### config.mk
export PLATFORM = sky130hd
export DESIGN_NAME = datalog_token_scanner_core_flat
export DESIGN_NICKNAME = d
export VERILOG_FILES = /design/src/design/dts_pkg.sv /design/src/design/dts_stream_if.sv /design/src/design/datalog_token_scanner_core.sv /design/src/flat_wrapper.sv
export SDC_FILE = /design/constraint.sdc
export NUM_CORES = 1
export LEC_CHECK = 0
export BUFFER_PORTS_ARGS = -buffer_cell sky130_fd_sc_hd__buf_2
export CAP_MARGIN = 15
export CORE_MARGIN = 5
export CORE_UTILIZATION = 36
export DETAILED_ROUTE_END_ITERATION = 16
export PLACE_DENSITY = 0.56
export SYNTH_ARGS = -nofsm -noshare
export SYNTH_HDL_FRONTEND = slang
export SYNTH_SLANG_ARGS = --single-unit
### constraint.sdc
create_clock -name clock -period 4.3 [get_ports clock]
set_input_delay 0.43 -clock clock [delete_from_list [all_inputs] [get_ports clock]]
set_output_delay 0.43 -clock clock [all_outputs]
set_load 0.05 [all_outputs]
### src/design/dts_pkg.sv
// ----------------------------------------------------------------------------
// dts_pkg
// shared types, token codes and keyword tables for the token scanner
// ----------------------------------------------------------------------------
package dts_pkg;

   localparam int DEF_LENGTH_BITS   = 8;
   localparam int DEF_POSITION_BITS = 16;

   localparam int RSP_DEPTH = 4;

   localparam int KW_COUNT  = 4;
   localparam int KW_SLOTS  = 8;
   localparam int KW_IDX_BITS = $clog2(KW_SLOTS);

   localparam logic [4:0] KIND_COMMA     = 5'd0;
   localparam logic [4:0] KIND_PERIOD    = 5'd1;
   localparam logic [4:0] KIND_QMARK     = 5'd2;
   localparam logic [4:0] KIND_LPAREN    = 5'd3;
   localparam logic [4:0] KIND_RPAREN    = 5'd4;
   localparam logic [4:0] KIND_COLON     = 5'd5;
   localparam logic [4:0] KIND_COLONDASH = 5'd6;
   localparam logic [4:0] KIND_MUL       = 5'd7;
   localparam logic [4:0] KIND_ADD       = 5'd8;
   localparam logic [4:0] KIND_KEYWORD0  = 5'd9;
   localparam logic [4:0] KIND_ID        = 5'd13;
   localparam logic [4:0] KIND_STRING    = 5'd14;
   localparam logic [4:0] KIND_END       = 5'd15;
   localparam logic [4:0] KIND_ERROR     = 5'd16;

   localparam logic [7:0] CHAR_COMMA   = 8'h2C;
   localparam logic [7:0] CHAR_PERIOD  = 8'h2E;
   localparam logic [7:0] CHAR_QMARK   = 8'h3F;
   localparam logic [7:0] CHAR_LPAREN  = 8'h28;
   localparam logic [7:0] CHAR_RPAREN  = 8'h29;
   localparam logic [7:0] CHAR_STAR    = 8'h2A;
   localparam logic [7:0] CHAR_PLUS    = 8'h2B;
   localparam logic [7:0] CHAR_COLON   = 8'h3A;
   localparam logic [7:0] CHAR_DASH    = 8'h2D;
   localparam logic [7:0] CHAR_HASH    = 8'h23;
   localparam logic [7:0] CHAR_QUOTE   = 8'h27;
   localparam logic [7:0] CHAR_NEWLINE = 8'h0A;
   localparam logic [7:0] CHAR_SPACE   = 8'h20;
   localparam logic [7:0] CHAR_TAB     = 8'h09;
   localparam logic [7:0] CHAR_CR      = 8'h0D;

   // Queries, Facts, Rules, Schemes
   localparam logic [7:0] KW_TEXT [KW_COUNT][KW_SLOTS] = '{
      '{"Q", "u", "e", "r", "i", "e", "s", 8'h00},
      '{"F", "a", "c", "t", "s", 8'h00, 8'h00, 8'h00},
      '{"R", "u", "l", "e", "s", 8'h00, 8'h00, 8'h00},
      '{"S", "c", "h", "e", "m", "e", "s", 8'h00}
   };
   localparam logic [3:0] KW_LEN [KW_COUNT] = '{4'd7, 4'd5, 4'd5, 4'd7};

   typedef struct packed {
      logic [7:0] character;
      logic       end_of_input;
   } req_payload_type;

   typedef struct packed {
      logic [4:0]  token_kind;
      logic [15:0] line;
      logic [15:0] start_offset;
      logic [7:0]  length;
      logic        last_of_item;
   } rsp_payload_type;

endpackage

### src/design/dts_stream_if.sv
// ----------------------------------------------------------------------------
// dts stream interfaces
// valid/ready channels for source bytes and emitted tokens
// ----------------------------------------------------------------------------
interface dts_req_if;
   import dts_pkg::*;

   logic            valid;
   logic            ready;
   req_payload_type payload;

   modport source (output valid, output payload, input ready);
   modport sink   (input valid, input payload, output ready);
endinterface

interface dts_rsp_if;
   import dts_pkg::*;

   logic            valid;
   logic            ready;
   rsp_payload_type payload;

   modport source (output valid, output payload, input ready);
   modport sink   (input valid, input payload, output ready);
endinterface

### src/design/datalog_token_scanner_core.sv
// ----------------------------------------------------------------------------
// datalog_token_scanner_core
// byte-at-a-time lexer for datalog source, emitting tokens with line,
// start offset and length
//
//   channel  dir  payload
//   req      in   character, end_of_input
//   rsp      out  token_kind, line, start_offset, length, last_of_item
//
// one source byte per cycle while req.ready is high: the scan state updates in the transfer cycle
// a byte gives zero, one or two tokens, pushed into a four-entry result queue
// req.ready is high while the queue has room for two tokens
// rsp stalls fill the queue and then hold req.ready low; sustained rate is one byte per cycle while the queue has room
// synchronous reset returns to line 1, offset 0, idle; no clearing pass
// ----------------------------------------------------------------------------
module datalog_token_scanner_core #(
   parameter int LENGTH_BITS   = dts_pkg::DEF_LENGTH_BITS,
   parameter int POSITION_BITS = dts_pkg::DEF_POSITION_BITS
) (
   input logic      clock,
   input logic      reset,
   dts_req_if.sink   req,
   dts_rsp_if.source rsp
);
   import dts_pkg::*;

   localparam logic [2:0] MODE_IDLE    = 3'd0;
   localparam logic [2:0] MODE_IDENT   = 3'd1;
   localparam logic [2:0] MODE_STRING  = 3'd2;
   localparam logic [2:0] MODE_COLON   = 3'd3;
   localparam logic [2:0] MODE_COMMENT = 3'd4;
   localparam logic [2:0] MODE_STOPPED = 3'd5;

   localparam int PtrBits = $clog2(RSP_DEPTH);

   logic [2:0]               mode_ff,  mode_in;
   logic [15:0]              line_ff,  line_in;
   logic [POSITION_BITS-1:0] pos_ff,   pos_in;
   logic [POSITION_BITS-1:0] start_ff, start_in;
   logic [LENGTH_BITS-1:0]   len_ff,   len_in;
   logic [KW_COUNT-1:0]      flags_ff, flags_in;

   rsp_payload_type        fifo_ff [RSP_DEPTH];
   logic [PtrBits-1:0]     wr_ptr_ff, wr_ptr_in;
   logic [PtrBits-1:0]     rd_ptr_ff, rd_ptr_in;
   logic [PtrBits:0]       count_ff,  count_in;

   logic                   accept;
   logic                   pop;
   logic [7:0]             c;
   logic                   is_alpha;
   logic                   is_alnum;
   logic [15:0]            line_inc;
   logic [LENGTH_BITS-1:0] len_bump;
   logic [KW_COUNT-1:0]    flags_match;
   logic [KW_COUNT-1:0]    flags_first;
   logic [4:0]             ident_kind;
   logic                   use_idle;
   logic                   idle_e;
   rsp_payload_type        idle_r;
   logic                   e0, e1;
   rsp_payload_type        r0, r1;

   function automatic rsp_payload_type make_rsp(logic [4:0] kind, logic [15:0] ln,
                                                logic [POSITION_BITS-1:0] start,
                                                logic [LENGTH_BITS-1:0] len);
      rsp_payload_type r;
      r.token_kind   = kind;
      r.line         = ln;
      r.start_offset = 16'(start);
      r.length       = 8'(len);
      r.last_of_item = 1'b0;
      return r;
   endfunction

   assign accept    = req.valid && req.ready;
   assign req.ready = count_ff <= (PtrBits+1)'(RSP_DEPTH - 2);
   assign rsp.valid = count_ff != '0;
   assign rsp.payload = fifo_ff[rd_ptr_ff];
   assign pop       = rsp.valid && rsp.ready;

   assign c        = req.payload.character;
   assign is_alpha = (c inside {["A":"Z"], ["a":"z"]});
   assign is_alnum = is_alpha || (c inside {["0":"9"]});
   assign line_inc = (line_ff == 16'hFFFF) ? line_ff : line_ff + 16'd1;
   assign len_bump = (len_ff == '1) ? len_ff : len_ff + LENGTH_BITS'(1);

   // keyword tracking
   always_comb begin
      flags_match = flags_ff;
      flags_first = '0;
      ident_kind  = KIND_ID;
      for (int k = 0; k < KW_COUNT; k++) begin
         if (!(len_ff < LENGTH_BITS'(KW_LEN[k]) &&
               KW_TEXT[k][len_ff[KW_IDX_BITS-1:0]] == c)) begin
            flags_match[k] = 1'b0;
         end
         flags_first[k] = (KW_TEXT[k][0] == c);
      end
      for (int k = KW_COUNT - 1; k >= 0; k--) begin
         if (flags_ff[k] && len_ff == LENGTH_BITS'(KW_LEN[k])) begin
            ident_kind = 5'(KIND_KEYWORD0 + 5'(k));
         end
      end
   end

   // scan step
   always_comb begin
      mode_in  = mode_ff;
      line_in  = line_ff;
      pos_in   = pos_ff;
      start_in = start_ff;
      len_in   = len_ff;
      flags_in = flags_ff;
      e0       = 1'b0;
      e1       = 1'b0;
      r0       = '0;
      r1       = '0;
      use_idle = 1'b0;
      idle_e   = 1'b0;
      idle_r   = '0;

      if (accept && mode_ff != MODE_STOPPED) begin
         if (req.payload.end_of_input) begin
            mode_in = MODE_STOPPED;
            if (mode_ff == MODE_STRING) begin
               e0 = 1'b1;
               r0 = make_rsp(KIND_ERROR, line_ff, pos_ff, '0);
            end else if (mode_ff == MODE_IDENT || mode_ff == MODE_COLON) begin
               e0 = 1'b1;
               r0 = (mode_ff == MODE_IDENT) ?
                    make_rsp(ident_kind, line_ff, start_ff, len_ff) :
                    make_rsp(KIND_COLON, line_ff, start_ff, LENGTH_BITS'(1));
               e1 = 1'b1;
               r1 = make_rsp(KIND_END, line_ff, pos_ff, '0);
            end else begin
               e0 = 1'b1;
               r0 = make_rsp(KIND_END, line_ff, pos_ff, '0);
            end
         end else begin
            pos_in = pos_ff + POSITION_BITS'(1);
            case (mode_ff)
               MODE_IDENT: begin
                  if (is_alnum) begin
                     flags_in = flags_match;
                     len_in   = len_bump;
                  end else begin
                     e0       = 1'b1;
                     r0       = make_rsp(ident_kind, line_ff, start_ff, len_ff);
                     use_idle = 1'b1;
                  end
               end
               MODE_COLON: begin
                  e0 = 1'b1;
                  if (c == CHAR_DASH) begin
                     r0      = make_rsp(KIND_COLONDASH, line_ff, start_ff, LENGTH_BITS'(2));
                     mode_in = MODE_IDLE;
                  end else begin
                     r0       = make_rsp(KIND_COLON, line_ff, start_ff, LENGTH_BITS'(1));
                     use_idle = 1'b1;
                  end
               end
               MODE_STRING: begin
                  if (c == CHAR_QUOTE) begin
                     len_in  = len_bump;
                     e0      = 1'b1;
                     r0      = make_rsp(KIND_STRING, line_ff, start_ff, len_bump);
                     mode_in = MODE_IDLE;
                  end else if (c == CHAR_NEWLINE) begin
                     e0      = 1'b1;
                     r0      = make_rsp(KIND_ERROR, line_ff, pos_ff, '0);
                     mode_in = MODE_STOPPED;
                  end else begin
                     len_in = len_bump;
                  end
               end
               MODE_COMMENT: begin
                  if (c == CHAR_NEWLINE) begin
                     line_in = line_inc;
                     mode_in = MODE_IDLE;
                  end
               end
               MODE_IDLE: begin
                  use_idle = 1'b1;
               end
               default: begin
                  mode_in = MODE_STOPPED;
               end
            endcase

            if (use_idle) begin
               mode_in = MODE_IDLE;
               if (c inside {[CHAR_TAB:CHAR_CR], CHAR_SPACE}) begin
                  if (c == CHAR_NEWLINE) begin
                     line_in = line_inc;
                  end
               end else begin
                  case (c)
                     CHAR_COMMA: begin
                        idle_e = 1'b1;
                        idle_r = make_rsp(KIND_COMMA, line_ff, pos_ff, LENGTH_BITS'(1));
                     end
                     CHAR_PERIOD: begin
                        idle_e = 1'b1;
                        idle_r = make_rsp(KIND_PERIOD, line_ff, pos_ff, LENGTH_BITS'(1));
                     end
                     CHAR_QMARK: begin
                        idle_e = 1'b1;
                        idle_r = make_rsp(KIND_QMARK, line_ff, pos_ff, LENGTH_BITS'(1));
                     end
                     CHAR_LPAREN: begin
                        idle_e = 1'b1;
                        idle_r = make_rsp(KIND_LPAREN, line_ff, pos_ff, LENGTH_BITS'(1));
                     end
                     CHAR_RPAREN: begin
                        idle_e = 1'b1;
                        idle_r = make_rsp(KIND_RPAREN, line_ff, pos_ff, LENGTH_BITS'(1));
                     end
                     CHAR_STAR: begin
                        idle_e = 1'b1;
                        idle_r = make_rsp(KIND_MUL, line_ff, pos_ff, LENGTH_BITS'(1));
                     end
                     CHAR_PLUS: begin
                        idle_e = 1'b1;
                        idle_r = make_rsp(KIND_ADD, line_ff, pos_ff, LENGTH_BITS'(1));
                     end
                     CHAR_COLON: begin
                        mode_in  = MODE_COLON;
                        start_in = pos_ff;
                        len_in   = LENGTH_BITS'(1);
                     end
                     CHAR_HASH: begin
                        mode_in = MODE_COMMENT;
                     end
                     CHAR_QUOTE: begin
                        mode_in  = MODE_STRING;
                        start_in = pos_ff;
                        len_in   = LENGTH_BITS'(1);
                     end
                     default: begin
                        if (is_alpha) begin
                           mode_in  = MODE_IDENT;
                           start_in = pos_ff;
                           len_in   = LENGTH_BITS'(1);
                           flags_in = flags_first;
                        end else begin
                           idle_e  = 1'b1;
                           idle_r  = make_rsp(KIND_ERROR, line_ff, pos_ff, '0);
                           mode_in = MODE_STOPPED;
                        end
                     end
                  endcase
               end

               // after a flushed token the idle result takes the second slot
               if (mode_ff != MODE_IDLE) begin
                  e1 = idle_e;
                  r1 = idle_r;
               end else begin
                  e0 = idle_e;
                  r0 = idle_r;
               end
            end
         end
      end

      if (e1) begin
         r1.last_of_item = 1'b1;
      end else if (e0) begin
         r0.last_of_item = 1'b1;
      end
   end

   // result queue pointers
   always_comb begin
      wr_ptr_in = wr_ptr_ff + PtrBits'({1'b0, e0} + {1'b0, e1});
      rd_ptr_in = rd_ptr_ff + PtrBits'(pop);
      count_in  = count_ff + (PtrBits+1)'({1'b0, e0} + {1'b0, e1})
                  - (PtrBits+1)'(pop);
   end

   always_ff @(posedge clock) begin
      if (reset) begin
         mode_ff   <= MODE_IDLE;
         line_ff   <= 16'd1;
         pos_ff    <= '0;
         start_ff  <= '0;
         len_ff    <= '0;
         flags_ff  <= '0;
         wr_ptr_ff <= '0;
         rd_ptr_ff <= '0;
         count_ff  <= '0;
      end else begin
         mode_ff   <= mode_in;
         line_ff   <= line_in;
         pos_ff    <= pos_in;
         start_ff  <= start_in;
         len_ff    <= len_in;
         flags_ff  <= flags_in;
         wr_ptr_ff <= wr_ptr_in;
         rd_ptr_ff <= rd_ptr_in;
         count_ff  <= count_in;
      end
   end

   always_ff @(posedge clock) begin
      if (e0) begin
         fifo_ff[wr_ptr_ff] <= r0;
      end
      if (e1) begin
         fifo_ff[wr_ptr_ff + PtrBits'(1)] <= r1;
      end
   end

endmodule
### src/flat_wrapper.sv
// flat-port wrapper written by rule: the top's interface ports become plain ports
module datalog_token_scanner_core_flat import dts_pkg::*;
#(
   parameter int LENGTH_BITS   = dts_pkg::DEF_LENGTH_BITS,
   parameter int POSITION_BITS = dts_pkg::DEF_POSITION_BITS
)
  (clock, reset, req_valid, req_payload, req_ready, rsp_valid, rsp_payload, rsp_ready);
  dts_req_if req_i ();
  dts_rsp_if rsp_i ();
  input logic clock;
  input logic reset;
  input wire logic [$bits(req_i.valid)-1:0] req_valid;
  input wire logic [$bits(req_i.payload)-1:0] req_payload;
  output wire logic [$bits(req_i.ready)-1:0] req_ready;
  output wire logic [$bits(rsp_i.valid)-1:0] rsp_valid;
  output wire logic [$bits(rsp_i.payload)-1:0] rsp_payload;
  input wire logic [$bits(rsp_i.ready)-1:0] rsp_ready;
  assign req_i.valid = req_valid;
  assign req_i.payload = req_payload;
  assign req_ready = req_i.ready;
  assign rsp_valid = rsp_i.valid;
  assign rsp_payload = rsp_i.payload;
  assign rsp_i.ready = rsp_ready;
  datalog_token_scanner_core #(.LENGTH_BITS(LENGTH_BITS), .POSITION_BITS(POSITION_BITS)) u_core (.clock(clock), .reset(reset), .req(req_i), .rsp(rsp_i));
endmodule
==> results of run 1 <==
## worst max-delay path, cell delays in order (launching register included)
cell and delay, ns:
dfxtp_1 0.59, or3b_1 0.26, a31oi_1 0.07, a21boi_2 0.21, buf_4 0.16, a2111oi_4 0.38, a21o_1 0.27, inv_1 0.09
ha_1 0.28, inv_1 0.06, ha_1 0.14, inv_1 0.06, fa_1 0.43, xnor2_1 0.17, xnor2_1 0.13, nor2_1 0.05
## placed cells by master (no fill, tap or decap), types with 19 or more instances in the layout
cell type,n
clkbuf_16,27
and2_1,21
inv_1,25
mux2i_1,19
a22o_1,64
edfxtp_1,156
nand2_1,93
buf_4,35
buf_2,60
xnor2_1,19
o22ai_1,29
dfxtp_1,96
a21oi_1,48
o21ai_0,58
nand3_1,47
xor2_1,19
nor2_1,97
nor2b_1,55
mux4_2,46
nor3_1,23
## state kept, by name (all words and copies together), names as in the netlist
| name | flops |
|---|---|
| u_core.rd_ptr_ff | 2 |
| u_core.start_ff | 16 |
| u_core.pos_ff | 16 |
| u_core.flags_ff | 4 |
| u_core.count_ff | 3 |
| u_core.mode_ff | 3 |
| u_core.line_ff | 16 |
| u_core.fifo_ff | 184 |
| u_core.wr_ptr_ff | 2 |
| u_core.len_ff | 8 |
## Yosys cell counts, drive strengths merged, types with 3 or more instances
| cell | count |
|---|---|
| nor4 | 7 |
| nand4 | 12 |
| inv | 25 |
| mux4 | 46 |
| or3b | 6 |
| nand2b | 8 |
| nand2 | 97 |
| a22o | 65 |
| clkbuf | 58 |
| edfxtp | 156 |
| and2 | 21 |
| o21ai | 70 |
| or3 | 16 |
| and3 | 12 |
| dfxtp | 98 |
| nor4b | 4 |
| buf | 57 |
| a21boi | 3 |
| a311oi | 15 |
| or4 | 5 |
| o211ai | 5 |
| a21oi | 52 |
| o31ai | 7 |
| nand3b | 10 |
| o22ai | 29 |
| xnor2 | 19 |
| nor2b | 55 |
| mux2i | 19 |
| a22oi | 15 |
| mux2 | 8 |
| nand3 | 48 |
| nor3 | 28 |
| ha | 17 |
| nor2 | 101 |
| nor3b | 7 |
| a31oi | 8 |
| or2 | 18 |
| xor2 | 19 |
| and4 | 4 |
| o32ai | 3 |
| o22a | 3 |
| a21o | 6 |
## final timing paths
check        slack [ns]  cells past startpoint                   end
max                0.81                     15    u_core.count_ff[2]
min                0.38                      3     u_core.mode_ff[1]
max reg2reg        0.81                     15    u_core.count_ff[2]
min reg2reg        0.46                      2  u_core.fifo_ff[3][5]
## power by group
group	switching [mW]	internal (mW)	leakage (nW)	total [mW]
Clock	0.954	1.30	0.424	2.26
Combinational	1.83	0.770	2.55	2.60
Sequential	0.214	2.88	2.15	3.10
Total	3.00	4.96	5.13	7.95
## final cells by class
cell class                      instances  area share, %
Inverter                               27          0.650
Clock inverter                         14          0.867
Sequential cell                       254           42.7
Clock buffer                           36           4.62
Timing Repair Buffer                   97           3.87
Tap cell                              518           4.16
Multi-Input combinational cell        903           43.1
## metrics by stage
stage	instances	utilization [%]	setup slack, ns	instance area (µm²)
finish	1849	40.4	0.807	15600
global route	1849	40.4	0.632	15600
CTS	1849	40.4	0.836	15600
detailed placement	1799	38.2	0.433	14700
global placement	1799	38.2	0.483	14700
floorplan	1299	-	0.695	14000
## cells by family after synthesis
logic type	synth area share, %
xor gates and xnor gates	2.37
DFF	47.4
AOI/OAI and AO/OA	16.1
and+or+nand+nor	18.3
buffers and inverters	4.68
adders and majority gates	1.80
muxes	9.38
## metal layers
layer  vias to the layer above  GRT usage, %  wire [µm]
met2                       311          26.5      17000
met1                      5025          23.0      16600
met3                        52          2.51       2150
li1                       4882             -          -
met4                         2          3.21        529
met5                         -             0         13
==> impl_results.md, run 1 <==
* Critical Path Start: u_core.mode_ff[1]
* Die footprint at 0.0430 mm²
* Antenna cells at 0
* CP required at 4.71 ns
* First-pass GRT wire length at 57,500 µm
* Clk root buf: clkbuf_16
* Port Buffers at 60
* CTS tree: yes
* CTS resizes at 0
* Routed len/inst at 19.6 µm
* Sink Count at 254
* Residual DRC at 0
* Dpl hpwl at 24,200 µm
* Arrival time worst endpoint at 3.90 ns
* Count of yosys warnings during synthesis at 0
* Top-area cell type share of the netlist area at 33.4%
* Leak at 5.13 nW
* Grt ovf at 0
* Count of pins over their slew limit at 0
* Die width at 207 µm
* Syn_nets at 1,331
* Worst VDD drop at 0.000279 V
* CP Max Fanout at 14
* Crit path time final at 3.49 ns
* F_max at 0.286 GHz
* Die Y at 207 µm
* Cell taking the most area after synthesis: edfxtp_1
* Cell Rows at 72
* Final hold vios at 0
* Worst slew margin at 31.8%
* Setup violators final at 0
* Most used DFF post-synth: edfxtp_1
* Critical Path Sink Type: flop
* # hold bufs at CTS at 0
* Overall global routing resource usage at 16.2%
* Antenna violations before repair at 1
* Vias in the first global route at 10,009
* RSZ-0062 raised after global routing: no
* Hold Startpoint: req_payload[2]
* Initial drt markers at 787
* Final period utilization at 81.2%
* Area delta synth->final at 11.1%
* Via count at 10,272
* Reg area at 0.00665 mm²
* Cell Area, Synth at 0.0140 mm²
* Async S/R FF share, synth at 0%
* Kind of critical path: reg2reg
* Max-capacitance violation count at 0
* Final #Nets at 1,342
* Hold Slack at 0.383 ns
* DRT Pass-1 Iters at 5
* Final Skew at 0.0150 ns
* Top-level I/O count at 61
* Worst-Margin Slew at 1.02 ns
* Clock transition at path regs at 0.06 ns
* CP Launch Type: flop
* # H-tree levels at 1
* Min-delay worst type: in2reg
* Routed Antenna Nets at 0
* Pwr Total at 7.95 mW
* Most area-consuming cells after synthesis: edfxtp_1, dfxtp_1, mux4_2, a22o_1, nor2_1
* TritonCTS buffer count at 27
* Worst skew pair latency at 0.54 ns
* Setup TNS at 0 ns
* Status: completed
* Routability congestion estimate from global placement at 0.878
* Initial Utilization at 36.4%
* Maximum buffer depth of the clock tree at 3
* Fillcell total at 3,763
* CORE AREA at 0.0386 mm²
* Yosys reg bits at 254
* Syn_area_per_cell at 10.8 µm²
* RR Startpoint: u_core.mode_ff[1]
* Post-CTS setup buffers at 0
* Seq/Total Area, Yosys at 47.4%
* Largest net degree at the start of global routing at 48
* Yosys cell types at 90
* Pwr dens at 511 mW/mm²
* Drt via density at 5.56
* Area of the multi-input gates at 0.00672 mm²
* Post-Synthesis Cells at 1,299
* Post-synth EDFFs at 156
* Post-Route WL at 36,300 µm
* Share of post-route cells with drive strength above 1 at 18.3%
(Power assumes the default switching activity.)
==> run 2: changes to the inputs <==
PLACE_DENSITY = 0.58   (was 0.56)
clock period = 3.14 ns   (was 4.3 ns; I/O delays follow)
==> run 2 against run 1 <==
  * Wire length rose by 0.44%
  * Sequential share of layout area down 2.2 points
  * Design area rose by 5.5%
  * Cell count increased by 3.8%
  * Die area did not move
  * Clock-buffer cell count is the same
  * Flip-flop and latch count did not move
  * Combinational power rose by 53%
  * Sequential power up 34%
==> impl_results.md, run 2 (synthesized netlist as in run 1, its figures left out) <==
* Worst Hold Endpoint: u_core.flags_ff[0]
* Count of pins over their slew limit at 0 (unchanged)
* Final period utilization at 94.3% (+13 points)
* CORE AREA at 0.0386 mm² (unchanged)
* Final #Nets at 1,412 (+5.2%)
* Vias in the first global route at 10,348 (+3.4%)
* Status: completed
* Cell Rows at 72 (unchanged)
* Commonest non-fill, non-tap cells in the layout: edfxtp_1, nor2_1, dfxtp_1
* F_max at 0.338 GHz (+18%)
* Cell chain of the critical path: or3b_4, a31oi_2, a21boi_2, buf_6, nor3_4, nor4_4, buf_4, ha_1, inv_1, ha_4, fa_2, xnor2_2, xnor2_1, nor2_1
* Final Skew at 0.0341 ns (+0.0191 ns)
* Worst-Margin Slew at 0.908 ns (-0.115 ns)
* Maximum buffer depth of the clock tree at 3 (unchanged)
* Overall global routing resource usage at 16.4% (+0.26 points)
* Crit path time final at 2.96 ns (-0.533 ns)
* Setup violators final at 0 (unchanged)
* Pwr dens at 710 mW/mm² (+39%)
* CP Launch Type: flop
* Arrival time worst endpoint at 3.39 ns (-0.51 ns)
* Die width at 207 µm (unchanged)
* TritonCTS buffer count at 28 (+3.7%)
* Residual DRC at 0 (unchanged)
* Initial Utilization at 36.4% (unchanged)
* Max-capacitance violation count at 0 (unchanged)
* Pwr Total at 11.7 mW (+47%)
* Initial drt markers at 762 (-3.2%)
* Critical Path Sink Type: flop
* Antenna violations before repair at 1 (unchanged)
* Largest register by flop count: u_core.fifo_ff
* Die Y at 207 µm (unchanged)
* CP required at 3.57 ns (-1.14 ns)
* CP Max Fanout at 5 (-9)
* Routed Antenna Nets at 0 (unchanged)
* Drt via density at 5.45 (-1.9%)
* Grt ovf at 0 (unchanged)
* Antenna cells at 0 (unchanged)
* Flop2flop setup slack at 0.18 ns (-0.63 ns)
* Port Buffers at 60 (unchanged)
* Max stage delay cell, worst path: or3b_4
* Leak at 5.54 nW (+8.1%)
* Worst reg2reg path endpoint: u_core.count_ff[2]
* Via count at 10,454 (+1.8%)
* Commonest non-fill, non-tap cell in the layout: edfxtp_1
* Post-Route WL at 36,400 µm (+0.44%)
* Worst VDD drop at 0.000398 V (+42%)
* # hold bufs at CTS at 0 (unchanged)
* CTS tree: yes
* Share of post-route cells with drive strength above 1 at 23.7% (+5.4 points)
* Sink Count at 254 (unchanged)
* RR Startpoint: u_core.mode_ff[1]
* Hold Startpoint: req_payload[1]
* Final core occ at 42.6% (+2.2 points)
* Worst slew margin at 39.5% (+7.7 points)
* Dpl hpwl at 24,700 µm (+2.1%)
* Min-delay worst type: in2reg
* Final hold vios at 0 (unchanged)
* Routed len/inst at 19.0 µm (-3.2%)
* Area delta synth->final at 17.2%
* # H-tree levels at 1 (unchanged)
* Clk root buf: clkbuf_16
* R2R depth at 14 (-1)
* DRT Pass-1 Iters at 5 (unchanged)
* Max stage delay on crit path at 0.41 ns (-0.18 ns)
* Largest net degree at the start of global routing at 47 (-2.1%)
* First-pass GRT wire length at 58,600 µm (+2.0%)
* Kind of critical path: reg2reg
* Die footprint at 0.0430 mm² (unchanged)
* Top-level I/O count at 61 (unchanged)
* Routability congestion estimate from global placement at 0.844 (-3.9%)
* Max reg flops at 184 (unchanged)
* Clock transition at path regs at 0.06 ns (about the same)
* RSZ-0062 raised after global routing: no
* Worst skew pair latency at 0.58 ns (+0.04 ns)
* Hold depth at 4 (+1)
## run 2: how the worst max path moves through the flow
stage | startpoint | end | slack [ns] | cells after the start
final | u_core.mode_ff[1] | u_core.count_ff[2] | 0.18 | 14
after global routing | u_core.mode_ff[1] | u_core.count_ff[2] | 0.02 | 15
after CTS | u_core.mode_ff[1] | u_core.count_ff[2] | 0.09 | 14
after detailed placement | req_payload[1] | u_core.count_ff[2] | -0.30 | 17
after global placement | req_payload[1] | u_core.count_ff[2] | -0.19 | 15
after floorplan | req_payload[1] | u_core.count_ff[2] | -0.20 | 14
## run 2: where the power goes
part / switching, mW / total (mW) / internal [mW]
Combinational: 2.69 / 3.99 / 1.30
Clock: 1.40 / 3.55 / 2.14
Sequential: 0.189 / 4.14 / 3.95
Total: 4.28 / 11.7 / 7.39
## run 2: critical path, delay by kind of cell (launching register included)
| family | cells | cell delay [ns] |
|---|---|---|
| AND/OR/NAND/NOR | 4 | 0.67 |
| AO/OA/AOI/OAI | 2 | 0.38 |
| buffers and inverters | 3 | 0.37 |
| flip-flops | 1 | 0.34 |
| adder cells (fa/ha/maj) | 3 | 0.77 |
| XOR/XNOR | 2 | 0.33 |
## run 2: what timing repair did
item,4_1_cts,5_1_grt
hold endpoints to repair,0,0
resized for setup,0,4
endpoints found under the setup margin,0,1
setup buffers,0,1
## run 2: final cells by class
| class | instances | area, µm² |
|---|---|---|
| Clock buffer | 36 | 762 |
| Timing Repair Buffer | 166 | 1240 |
| Inverter | 27 | 113 |
| Clock inverter | 15 | 248 |
| Multi-Input combinational cell | 903 | 6770 |
| Fill cell | 3730 | 22100 |
| Tap cell | 518 | 648 |
| Sequential cell | 254 | 6650 |
## run 2: through the flow
| step | hold slack, ns | instances | instance area (µm²) | setup WS (ns) | setup TNS, ns |
|---|---|---|---|---|---|
| CTS | 0.245 | 1918 | 16400 | 0.0876 | 0 |
| finish | 0.262 | 1919 | 16400 | 0.180 | 0 |
| global route | 0.287 | 1919 | 16400 | 0.0240 | 0 |
| detailed placement | 0.453 | 1867 | 15400 | -0.297 | -0.524 |
| floorplan | 0.436 | 1299 | 14100 | -0.201 | -0.261 |
| global placement | 0.446 | 1867 | 15400 | -0.191 | -0.234 |
## run 2: layer usage
layer,up-vias,part of all wire (%),track usage (%)
met2,285,48,26.9
li1,5045,-,-
met1,5082,46,23.3
met3,40,5.1,2.33
met5,-,0.036,0
met4,2,1.4,3.74
